File: config.mk
export PLATFORM = sky130hd
export DESIGN_NAME = ntfs_runlist_decoder_unit
export DESIGN_NICKNAME = d
export VERILOG_FILES = /design/src/hdl/rld_pkg.sv /design/src/hdl/rld_fifo.sv /design/src/hdl/rld_front.sv /design/src/hdl/rld_back.sv /design/src/hdl/ntfs_runlist_decoder_unit.sv
export SDC_FILE = /design/constraint.sdc
export NUM_CORES = 2
export LEC_CHECK = 0
export BUFFER_PORTS_ARGS = -buffer_cell sky130_fd_sc_hd__buf_2
export CORE_ASPECT_RATIO = 1.2
export CORE_MARGIN = 10
export CORE_UTILIZATION = 68
export CTS_CLUSTER_DIAMETER = 60
export DETAILED_ROUTE_END_ITERATION = 6
export PLACE_DENSITY = 0.86
export SETUP_SLACK_MARGIN = 0.4
export SYNTH_ARGS = -nofsm -noshare
export SYNTH_HDL_FRONTEND = slang
export SYNTH_SLANG_ARGS = --single-unit
File: constraint.sdc
create_clock -name clk -period 28.7 [get_ports clk]
set_input_delay 2.87 -clock clk [delete_from_list [all_inputs] [get_ports clk]]
set_output_delay 2.87 -clock clk [all_outputs]
set_load 0.05 [all_outputs]
File: src/hdl/rld_pkg.sv
`timescale 1ns / 1ps
`default_nettype none
// ----------------------------------------------------------------------------
// Run list decoder package
// Shared types, codes and constants of the run list decoder.
// ----------------------------------------------------------------------------
package rld_pkg;

    localparam int          JOB_DEPTH_DEF       = 4;
    localparam int          RES_DEPTH_DEF       = 4;
    localparam logic [4:0]  CLUSTER_SHIFT_RESET = 5'd12;
    localparam logic [3:0]  MAX_FIELD_SIZE      = 4'd8;
    localparam logic [7:0]  END_HEADER          = 8'h00;
    localparam logic [62:0] MAX63               = {63{1'b1}};

    typedef enum logic [1:0] {
        ST_RUN,
        ST_END,
        ST_MALFORMED,
        ST_OVERFLOW
    } status_t;

    typedef enum logic [1:0] {
        JOB_RUN,
        JOB_END,
        JOB_MALFORMED
    } job_kind_t;

    typedef struct packed {
        logic        restart;
        job_kind_t   kind;
        logic        sparse;
        logic [63:0] length;
        logic [63:0] delta;
    } job_t;

    typedef struct packed {
        status_t     status;
        logic [62:0] run_length_bytes;
        logic [62:0] run_offset_bytes;
        logic        is_sparse;
        logic [7:0]  run_index;
        logic        last;
    } res_t;

endpackage
`default_nettype wire

File: src/hdl/rld_fifo.sv
`timescale 1ns / 1ps
`default_nettype none
// ----------------------------------------------------------------------------
// Run list decoder queue
// Small first-in first-out queue of register entries with a fill count.
// ----------------------------------------------------------------------------
module rld_fifo #(
    parameter int WIDTH = 8,
    parameter int DEPTH = 4
) (
    input  wire logic             clk,
    input  wire logic             rst_n,
    input  wire logic             wr_en,
    input  wire logic [WIDTH-1:0] wr_data,
    output logic                  full,
    input  wire logic             rd_en,
    output logic [WIDTH-1:0]      rd_data,
    output logic                  empty
);

    localparam int PW = (DEPTH > 1) ? $clog2(DEPTH) : 1;
    localparam int CW = $clog2(DEPTH + 1);

    logic [WIDTH-1:0] mem [DEPTH];
    logic [PW-1:0]    wr_ptr_reg, wr_ptr_next;
    logic [PW-1:0]    rd_ptr_reg, rd_ptr_next;
    logic [CW-1:0]    count_reg, count_next;
    logic             do_wr, do_rd;

    assign full    = (count_reg == CW'(DEPTH));
    assign empty   = (count_reg == '0);
    assign do_wr   = wr_en && !full;
    assign do_rd   = rd_en && !empty;
    assign rd_data = mem[rd_ptr_reg];

    always_comb
    begin
        wr_ptr_next = wr_ptr_reg;
        rd_ptr_next = rd_ptr_reg;
        count_next  = count_reg;
        if (do_wr)
        begin
            wr_ptr_next = (wr_ptr_reg == PW'(DEPTH - 1)) ? '0 : wr_ptr_reg + 1'b1;
        end
        if (do_rd)
        begin
            rd_ptr_next = (rd_ptr_reg == PW'(DEPTH - 1)) ? '0 : rd_ptr_reg + 1'b1;
        end
        if (do_wr && !do_rd)
        begin
            count_next = count_reg + 1'b1;
        end
        else if (do_rd && !do_wr)
        begin
            count_next = count_reg - 1'b1;
        end
    end

    always_ff @(posedge clk or negedge rst_n)
    begin
        if (!rst_n)
        begin
            wr_ptr_reg <= '0;
            rd_ptr_reg <= '0;
            count_reg  <= '0;
        end
        else
        begin
            wr_ptr_reg <= wr_ptr_next;
            rd_ptr_reg <= rd_ptr_next;
            count_reg  <= count_next;
        end
    end

    always_ff @(posedge clk)
    begin
        if (do_wr)
        begin
            mem[wr_ptr_reg] <= wr_data;
        end
    end

endmodule
`default_nettype wire

File: src/hdl/rld_front.sv
`timescale 1ns / 1ps
`default_nettype none
// ----------------------------------------------------------------------------
// Run list decoder front end
// Parses header and field bytes and hands finished runs, list ends and malformed headers on.
// ----------------------------------------------------------------------------
module rld_front (
    input  wire logic         clk,
    input  wire logic         rst_n,
    input  wire logic         accept,
    input  wire logic [7:0]   stream_byte,
    input  wire logic         list_start,
    output logic              job_push,
    output rld_pkg::job_t     job
);

    import rld_pkg::*;

    typedef enum logic [1:0] {
        PH_HEADER,
        PH_LENGTH,
        PH_OFFSET
    } phase_t;

    phase_t      phase_reg, phase_next, phase_eff;
    logic [3:0]  len_size_reg, len_size_next;
    logic [3:0]  off_size_reg, off_size_next;
    logic [3:0]  cnt_reg, cnt_next;
    logic [63:0] len_acc_reg, len_acc_next;
    logic [63:0] delta_acc_reg, delta_acc_next;
    logic        done_reg, done_next, done_eff;
    logic        restart_reg, restart_next;
    logic [63:0] lane;
    logic [63:0] len_new, delta_new;
    logic [3:0]  cnt_inc;
    logic [3:0]  hdr_len, hdr_off;

    assign lane      = 64'(stream_byte) << {cnt_reg[2:0], 3'b000};
    assign len_new   = len_acc_reg | lane;
    assign cnt_inc   = cnt_reg + 4'd1;
    assign hdr_len   = stream_byte[3:0];
    assign hdr_off   = stream_byte[7:4];
    assign phase_eff = list_start ? PH_HEADER : phase_reg;
    assign done_eff  = list_start ? 1'b0 : done_reg;

    always_comb
    begin
        delta_new = delta_acc_reg | lane;
        if (!off_size_reg[3] && stream_byte[7])
        begin
            delta_new = delta_new | ({64{1'b1}} << {off_size_reg[2:0], 3'b000});
        end
    end

    always_comb
    begin
        phase_next     = phase_reg;
        len_size_next  = len_size_reg;
        off_size_next  = off_size_reg;
        cnt_next       = cnt_reg;
        len_acc_next   = len_acc_reg;
        delta_acc_next = delta_acc_reg;
        done_next      = done_reg;
        restart_next   = restart_reg;
        job_push       = 1'b0;
        job.restart    = restart_reg || list_start;
        job.kind       = JOB_RUN;
        job.sparse     = (off_size_reg == 4'd0);
        job.length     = len_acc_reg;
        job.delta      = delta_new;
        if (accept)
        begin
            if (list_start)
            begin
                phase_next   = PH_HEADER;
                done_next    = 1'b0;
                restart_next = 1'b1;
            end
            if (!done_eff)
            begin
                case (phase_eff)
                    PH_HEADER:
                    begin
                        if (stream_byte == END_HEADER)
                        begin
                            job_push  = 1'b1;
                            job.kind  = JOB_END;
                            done_next = 1'b1;
                        end
                        else if (hdr_len == 4'd0 || hdr_len > MAX_FIELD_SIZE ||
                                 hdr_off > MAX_FIELD_SIZE)
                        begin
                            job_push  = 1'b1;
                            job.kind  = JOB_MALFORMED;
                            done_next = 1'b1;
                        end
                        else
                        begin
                            len_size_next  = hdr_len;
                            off_size_next  = hdr_off;
                            cnt_next       = 4'd0;
                            len_acc_next   = '0;
                            delta_acc_next = '0;
                            phase_next     = PH_LENGTH;
                        end
                    end
                    PH_LENGTH:
                    begin
                        len_acc_next = len_new;
                        cnt_next     = cnt_inc;
                        if (cnt_inc >= len_size_reg)
                        begin
                            cnt_next = 4'd0;
                            if (off_size_reg == 4'd0)
                            begin
                                job_push   = 1'b1;
                                job.length = len_new;
                                phase_next = PH_HEADER;
                            end
                            else
                            begin
                                phase_next = PH_OFFSET;
                            end
                        end
                    end
                    PH_OFFSET:
                    begin
                        delta_acc_next = delta_acc_reg | lane;
                        cnt_next       = cnt_inc;
                        if (cnt_inc >= off_size_reg)
                        begin
                            cnt_next   = 4'd0;
                            job_push   = 1'b1;
                            phase_next = PH_HEADER;
                        end
                    end
                    default:
                    begin
                        phase_next = PH_HEADER;
                    end
                endcase
            end
            if (job_push)
            begin
                restart_next = 1'b0;
            end
        end
    end

    always_ff @(posedge clk or negedge rst_n)
    begin
        if (!rst_n)
        begin
            phase_reg     <= PH_HEADER;
            len_size_reg  <= '0;
            off_size_reg  <= '0;
            cnt_reg       <= '0;
            len_acc_reg   <= '0;
            delta_acc_reg <= '0;
            done_reg      <= 1'b0;
            restart_reg   <= 1'b0;
        end
        else
        begin
            phase_reg     <= phase_next;
            len_size_reg  <= len_size_next;
            off_size_reg  <= off_size_next;
            cnt_reg       <= cnt_next;
            len_acc_reg   <= len_acc_next;
            delta_acc_reg <= delta_acc_next;
            done_reg      <= done_next;
            restart_reg   <= restart_next;
        end
    end

endmodule
`default_nettype wire

File: src/hdl/rld_back.sv
`timescale 1ns / 1ps
`default_nettype none
// ----------------------------------------------------------------------------
// Run list decoder back end
// Applies offset deltas to the running cluster and builds the result words.
// ----------------------------------------------------------------------------
module rld_back (
    input  wire logic          clk,
    input  wire logic          rst_n,
    input  wire logic [4:0]    cluster_shift,
    input  wire logic          job_valid,
    input  wire rld_pkg::job_t job,
    output logic               job_pop,
    input  wire logic          res_full,
    output logic               res_push,
    output rld_pkg::res_t      res
);

    import rld_pkg::*;

    logic        done_reg, done_next, done_eff;
    logic [62:0] running_reg, running_next, running_eff;
    logic [7:0]  count_reg, count_next, count_eff;
    logic [62:0] limit;
    logic [64:0] sum;
    logic        len_ok, start_ok;
    logic [62:0] len_bytes, start_bytes;

    assign job_pop     = job_valid && !res_full;
    assign done_eff    = job.restart ? 1'b0 : done_reg;
    assign running_eff = job.restart ? '0 : running_reg;
    assign count_eff   = job.restart ? '0 : count_reg;
    assign res_push    = job_pop && !done_eff;

    assign limit       = MAX63 >> cluster_shift;
    assign sum         = {2'b00, running_eff} + {job.delta[63], job.delta};
    assign len_ok      = (job.length <= {1'b0, limit});
    assign start_ok    = job.sparse || (!sum[64] && (sum[63:0] <= {1'b0, limit}));
    assign len_bytes   = job.length[62:0] << cluster_shift;
    assign start_bytes = sum[62:0] << cluster_shift;

    always_comb
    begin
        done_next            = done_reg;
        running_next         = running_reg;
        count_next           = count_reg;
        res.status           = ST_RUN;
        res.run_length_bytes = '0;
        res.run_offset_bytes = '0;
        res.is_sparse        = 1'b0;
        res.run_index        = count_eff;
        res.last             = 1'b0;
        if (job_pop)
        begin
            done_next    = done_eff;
            running_next = running_eff;
            count_next   = count_eff;
            if (!done_eff)
            begin
                case (job.kind)
                    JOB_END:
                    begin
                        res.status = ST_END;
                        res.last   = 1'b1;
                        done_next  = 1'b1;
                    end
                    JOB_MALFORMED:
                    begin
                        res.status = ST_MALFORMED;
                        res.last   = 1'b1;
                        done_next  = 1'b1;
                    end
                    JOB_RUN:
                    begin
                        if (!len_ok || !start_ok)
                        begin
                            res.status = ST_OVERFLOW;
                            res.last   = 1'b1;
                            done_next  = 1'b1;
                        end
                        else
                        begin
                            res.run_length_bytes = len_bytes;
                            res.is_sparse        = job.sparse;
                            if (!job.sparse)
                            begin
                                res.run_offset_bytes = start_bytes;
                                running_next         = sum[62:0];
                            end
                            if (count_eff != 8'hFF)
                            begin
                                count_next = count_eff + 8'd1;
                            end
                        end
                    end
                    default:
                    begin
                        res.status = ST_MALFORMED;
                        res.last   = 1'b1;
                        done_next  = 1'b1;
                    end
                endcase
            end
        end
    end

    always_ff @(posedge clk or negedge rst_n)
    begin
        if (!rst_n)
        begin
            done_reg    <= 1'b0;
            running_reg <= '0;
            count_reg   <= '0;
        end
        else
        begin
            done_reg    <= done_next;
            running_reg <= running_next;
            count_reg   <= count_next;
        end
    end

    a_drop_after_done: assert property (@(posedge clk) disable iff (!rst_n)
        (job_pop && done_reg && !job.restart) |-> !res_push)
        else $error("result produced for a list that has already ended");

    a_last_matches_status: assert property (@(posedge clk) disable iff (!rst_n)
        res_push |-> (res.last == (res.status != ST_RUN)))
        else $error("last flag does not match result status");

    a_index_advances: assert property (@(posedge clk) disable iff (!rst_n)
        (res_push && res.status == ST_RUN && !job.restart && count_reg != 8'hFF)
        |=> (count_reg == $past(count_reg) + 8'd1))
        else $error("run index did not advance after a decoded run");

endmodule
`default_nettype wire

File: src/hdl/ntfs_runlist_decoder_unit.sv
`timescale 1ns / 1ps
`default_nettype none
// ----------------------------------------------------------------------------
// NTFS run list decoder
// Decodes a run list byte stream into runs with byte-scaled length and start.
//
// The input side is a queue: a word is taken when push is high and full is
// low. Each word is one run list byte, with list_start marking the first
// byte of a new list. Results are read like a queue: while empty is low the
// oldest result is on the result ports, and pop takes it.
// The configuration channel writes cluster_shift when cfg_valid is high;
// cfg_ready is always high. Write it only while the block is idle.
// One byte is taken every cycle while full is low. A result reaches the
// ports through the run queue between the parser and the cluster adder
// and then through the result queue behind the adder.
// Reset empties both queues, sets cluster_shift to 12 and puts the parser
// at a header. When the receiver stalls, results collect in the result
// queue, then runs collect in the run queue, and full rises once that is
// full as well; nothing is lost.
// ----------------------------------------------------------------------------
module ntfs_runlist_decoder_unit #(
    parameter int JOB_DEPTH = rld_pkg::JOB_DEPTH_DEF,
    parameter int RES_DEPTH = rld_pkg::RES_DEPTH_DEF
) (
    input  wire logic        clk,
    input  wire logic        rst_n,
    input  wire logic        push,
    output logic             full,
    input  wire logic [7:0]  stream_byte,
    input  wire logic        list_start,
    input  wire logic        pop,
    output logic             empty,
    output logic [1:0]       status,
    output logic [62:0]      run_length_bytes,
    output logic [62:0]      run_offset_bytes,
    output logic             is_sparse,
    output logic [7:0]       run_index,
    output logic             last,
    input  wire logic        cfg_valid,
    output logic             cfg_ready,
    input  wire logic [4:0]  cfg_data
);

    import rld_pkg::*;

    logic [4:0] cluster_shift_reg, cluster_shift_next;
    logic       accept;
    logic       job_push, job_pop, job_empty;
    job_t       job_wr, job_rd;
    logic       res_push, res_full;
    res_t       res_wr, res_rd;

    assign cfg_ready          = 1'b1;
    assign cluster_shift_next = (cfg_valid && cfg_ready) ? cfg_data : cluster_shift_reg;
    assign accept             = push && !full;

    always_ff @(posedge clk or negedge rst_n)
    begin
        if (!rst_n)
        begin
            cluster_shift_reg <= CLUSTER_SHIFT_RESET;
        end
        else
        begin
            cluster_shift_reg <= cluster_shift_next;
        end
    end

    rld_front u_front (
        .clk         (clk),
        .rst_n       (rst_n),
        .accept      (accept),
        .stream_byte (stream_byte),
        .list_start  (list_start),
        .job_push    (job_push),
        .job         (job_wr)
    );

    rld_fifo #(
        .WIDTH ($bits(job_t)),
        .DEPTH (JOB_DEPTH)
    ) u_job_queue (
        .clk     (clk),
        .rst_n   (rst_n),
        .wr_en   (job_push),
        .wr_data (job_wr),
        .full    (full),
        .rd_en   (job_pop),
        .rd_data (job_rd),
        .empty   (job_empty)
    );

    rld_back u_back (
        .clk           (clk),
        .rst_n         (rst_n),
        .cluster_shift (cluster_shift_reg),
        .job_valid     (!job_empty),
        .job           (job_rd),
        .job_pop       (job_pop),
        .res_full      (res_full),
        .res_push      (res_push),
        .res           (res_wr)
    );

    rld_fifo #(
        .WIDTH ($bits(res_t)),
        .DEPTH (RES_DEPTH)
    ) u_res_queue (
        .clk     (clk),
        .rst_n   (rst_n),
        .wr_en   (res_push),
        .wr_data (res_wr),
        .full    (res_full),
        .rd_en   (pop),
        .rd_data (res_rd),
        .empty   (empty)
    );

    assign status           = res_rd.status;
    assign run_length_bytes = res_rd.run_length_bytes;
    assign run_offset_bytes = res_rd.run_offset_bytes;
    assign is_sparse        = res_rd.is_sparse;
    assign run_index        = res_rd.run_index;
    assign last             = res_rd.last;

endmodule
`default_nettype wire
==> key figures <==
Worst setup path
  – CP peak stage delay: 0.97 ns
  – Crit path max fanout: 63
  – CP max-delay cell: a2111oi_0
  – CP top delay family: compound AO/OA/AOI/OAI gates
  – Worst-path cell chain: buf_4, buf_4, mux4_2, ha_1, a21oi_1, o21ai_0, a211oi_1, a211o_1, o2111a_1, o21ai_1, a311o_1, inv_1, ha_1, nand4_1, or3_1, or4_1, nor4_1, nor4bb_1, and4_1, nand4_1, o41ai_4, nand3_4, a311o_1, a2111oi_0
  – Worst setup EP type: register
  – CP Class: reg2reg
  – Buffers & Inverters on Critical Path: 3
  – Required time worst endpoint: 29.09 ns
  – CP arrival: 11.40 ns
  – Worst setup SP type: register

Clock network
  – Root buf cell: clkbuf_16
  – CTS tree: yes
  – Number of buffers created by CTS: 118
  – CTS Sinks: 1315
  – Htree depth: 3
  – Clk slew on worst S/H paths: 0.07 ns
  – Post-CTS Hold Fix Bufs: 0
  – CTS resizes: 0
  – Post-CTS setup buffers: 0
  – Later-pin clock latency in the skew report: 0.76 ns
  – Clock buffer depth: 3

Logic synthesis
  – Syn_area_per_cell: 13.16 um2
  – Asr flop ratio synth: 17.87%
  – Count leader, synth: edfxtp_1
  – Synth area leaders: edfxtp_1 50%, mux4_2 10%, dfrtp_1 9.0%
  – Post-synth EDFFs: 1080
  – Synth unique cells: 96
  – Top cells by count, synth: 1080 x edfxtp_1, 472 x nor2_1, 425 x nand2_1, 299 x mux4_2, 268 x clkbuf_1
  – Area leader, netlist: edfxtp_1
  – Yosys top cell area share: 49.89%
  – Syn_nets: 5112
  – Mapped cell area: 0.06501 mm2
  – Yosys reg bits: 1315
  – Register area share after synthesis: 58.94%
  – Post-Syn Instances: 4939
  – Synth Flop Type: edfxtp_1
  – YS warnings: 0

Final layout
  – Largest reg by FF count: u_res_queue.mem
  – Max FFs per register: 552
  – Synthesis-to-layout area growth: 8.713%
  – Biggest regs: u_res_queue.mem x552, u_job_queue.mem x528
  – Nets: 5104
  – Layout cell share with drive strength beyond 1: 17.85%
  – Final Cell Area: 0.07067 mm2

STA
  – Final Slew Violations: 0
  – Final Skew: 0.05760 ns
  – # setup viols final: 0
  – Fmax: 0.09083 GHz
  – Setup Total Neg Slack: 0 ns
  – Min Tclk post-route: 11.01 ns
  – Max-slew headroom: 21.47%
  – Slew @ Worst Pin: 1.148 ns
  – RSZ-0062 raised after global routing: no
  – Final hold vios: 0
  – Tcrit/Tclk final: 38.36%

GRT
  – Global Route Usage Sum: 36.70%
  – Total gr overflow: 0
  – Initial antenna violation count: 5
  – Number of global-route vias before repair: 45500
  – First-pass GRT wire length: 297800 um
  – Largest net degree at the start of global routing: 105

Floorplan
  – Die width: 302.3 um
  – Die H: 358.7 um
  – DIE AREA: 0.1084 mm2
  – Cell Rows: 124
  – Starting density of the core: 68.35%
  – Core area: 0.09511 mm2
  – Top-level I/O count: 160

Place
  – GPL Wtd Cong: 1.015
  – Cell Area, Placed: 0.06674 mm2
  – Dpl hpwl: 126900 um
  – Port Buf Inserts: 158

Run
  – Max-cap violations: 0

Detailed routing
  – DRC Markers: 1
  – Post-route ant nets: 0
  – Initial drt markers: 7811
  – Final WL: 199500 um
  – Vias: 46920
  – Vias per Instance: 7.457
  – WL/cell: 31.70 um
  – Pre-Repair DR Iteration Count: 7

Power and ir drop
  – Seq pwr share: 34.3%
  – Power per Cell Area: 110.7 mW/mm2
  – Clock share of power: 20.6%
  – Max IR drop VDD: 0.07088 mV
  – Leak pwr: 26.94 nW
  – P_sw: 3.354 mW
  – Internal Power: 4.471 mW
  – Comb pwr share: 45.1%
  – Sw frac: 42.87%

Outcome
  – Status: finished with violations
  – Failing checks: DRC

Hold path
  – Hold WC Path Type: reg2reg
## routing by layer
metal  global-route usage, %  wire length (um)  share of wire, %  up-vias
met5                       0                27             0.014        -
met4                   16.93             10520               5.3        4
met3                   7.675             24630                12      725
met2                   57.34             93320                47     4053
met1                   49.66             70990                36    23020
li1                        -                 -                 -    19120
## power by group through the flow
stage / Sequential (mW) / Combinational [mW] / Clock (mW)
final: 2.68 / 3.53 / 1.61
after global routing: 2.70 / 3.70 / 1.68
after CTS: 2.67 / 3.45 / 1.61
after detailed placement: 2.69 / 3.40 / 0
after global placement: 2.65 / 3.35 / 0
after floorplan: 2.64 / 2.44 / 0
## stage by stage
stage / power, mW / setup slack (ns) / utilization, % / std cells / hold WS (ns)
detailed placement: 6.092 / 18.17 / 70.17 / 6071 / 0.4819
global placement: 6.003 / 18.27 / 70.17 / 6071 / 0.4663
CTS: 7.734 / 17.95 / 74.31 / 6291 / 0.4979
global route: 8.080 / 17.21 / 74.31 / 6291 / 0.5174
floorplan: 5.072 / 19.68 / - / 4939 / 0.4502
finish: 7.825 / 17.69 / 74.31 / 6292 / 0.4947
## cell families after synthesis
group	after synthesis	share of synthesized area (%)
fa+ha+maj	154	2.999
compound gates	1032	10.84
buf+inv	453	2.660
xor+xnor	51	0.6871
simple gates	1418	10.11
flops	1315	58.94
mux	515	13.76
other cells	1	0.005768
## final timing paths
path                       cells after the start  slack (ns)                               endpoint                                  start
setup / recovery                              24       17.69       u_res_queue.mem[1][71]$_DFFE_PP_  u_job_queue.rd_ptr_reg[1]$_DFFE_PN0P_
hold / removal                                 2        0.49      u_back.running_reg[1]$_DFFE_PN0P_      u_back.running_reg[1]$_DFFE_PN0P_
setup reg to reg                              24       17.69       u_res_queue.mem[1][71]$_DFFE_PP_  u_job_queue.rd_ptr_reg[1]$_DFFE_PN0P_
hold reg to reg                                2        0.49      u_back.running_reg[1]$_DFFE_PN0P_      u_back.running_reg[1]$_DFFE_PN0P_
max in group asynchronous                      2       25.17       cluster_shift_reg[4]$_DFFE_PN0P_                                  rst_n
min in group asynchronous                      1        2.03  u_job_queue.rd_ptr_reg[1]$_DFFE_PN0P_                                  rst_n
## final cells by class
class	count	area (um2)
diodes	1	2.502
clock buffers	145	3114
clock inverters	75	818.3
fillers	5500	24430
inverters	88	331.6
multi-input cells	3171	25060
flip-flops and latches	1315	38350
well taps	1260	1577
repair buffers	237	1419
## cell usage in the layout, fill, tap and decap left out, types with 55 or more instances in the layout
master     instances
a31o_2            71
clkbuf_16        118
a31oi_1          147
inv_1             82
nand4_1           72
nand2_1          423
mux4_2           299
ha_1             151
nor2b_1           81
nor3_1            55
o21ai_0          211
mux2i_1          175
edfxtp_1        1080
dfrtp_1          226
buf_2            157
a21oi_1          183
nand3_1           99
a211o_1           76
nor2_1           470
buf_4             77
a21o_1            56
## worst register-to-register path, stage by stage, from the launching register on
cell,delay (ns)
dfrtp_4,0.52
buf_4,0.73
buf_4,0.90
mux4_2,0.43
ha_1,0.54
a21oi_1,0.17
o21ai_0,0.44
a211oi_1,0.19
a211o_1,0.33
o2111a_1,0.22
o21ai_1,0.50
a311o_1,0.47
inv_1,0.16
ha_1,0.33
nand4_1,0.25
or3_1,0.43
or4_1,0.41
nor4_1,0.31
nor4bb_1,0.28
and4_1,0.22
nand4_1,0.15
o41ai_4,0.48
nand3_4,0.70
a311o_1,0.52
a2111oi_0,0.97
No activity file was read; power rests on OpenSTA's default activity.
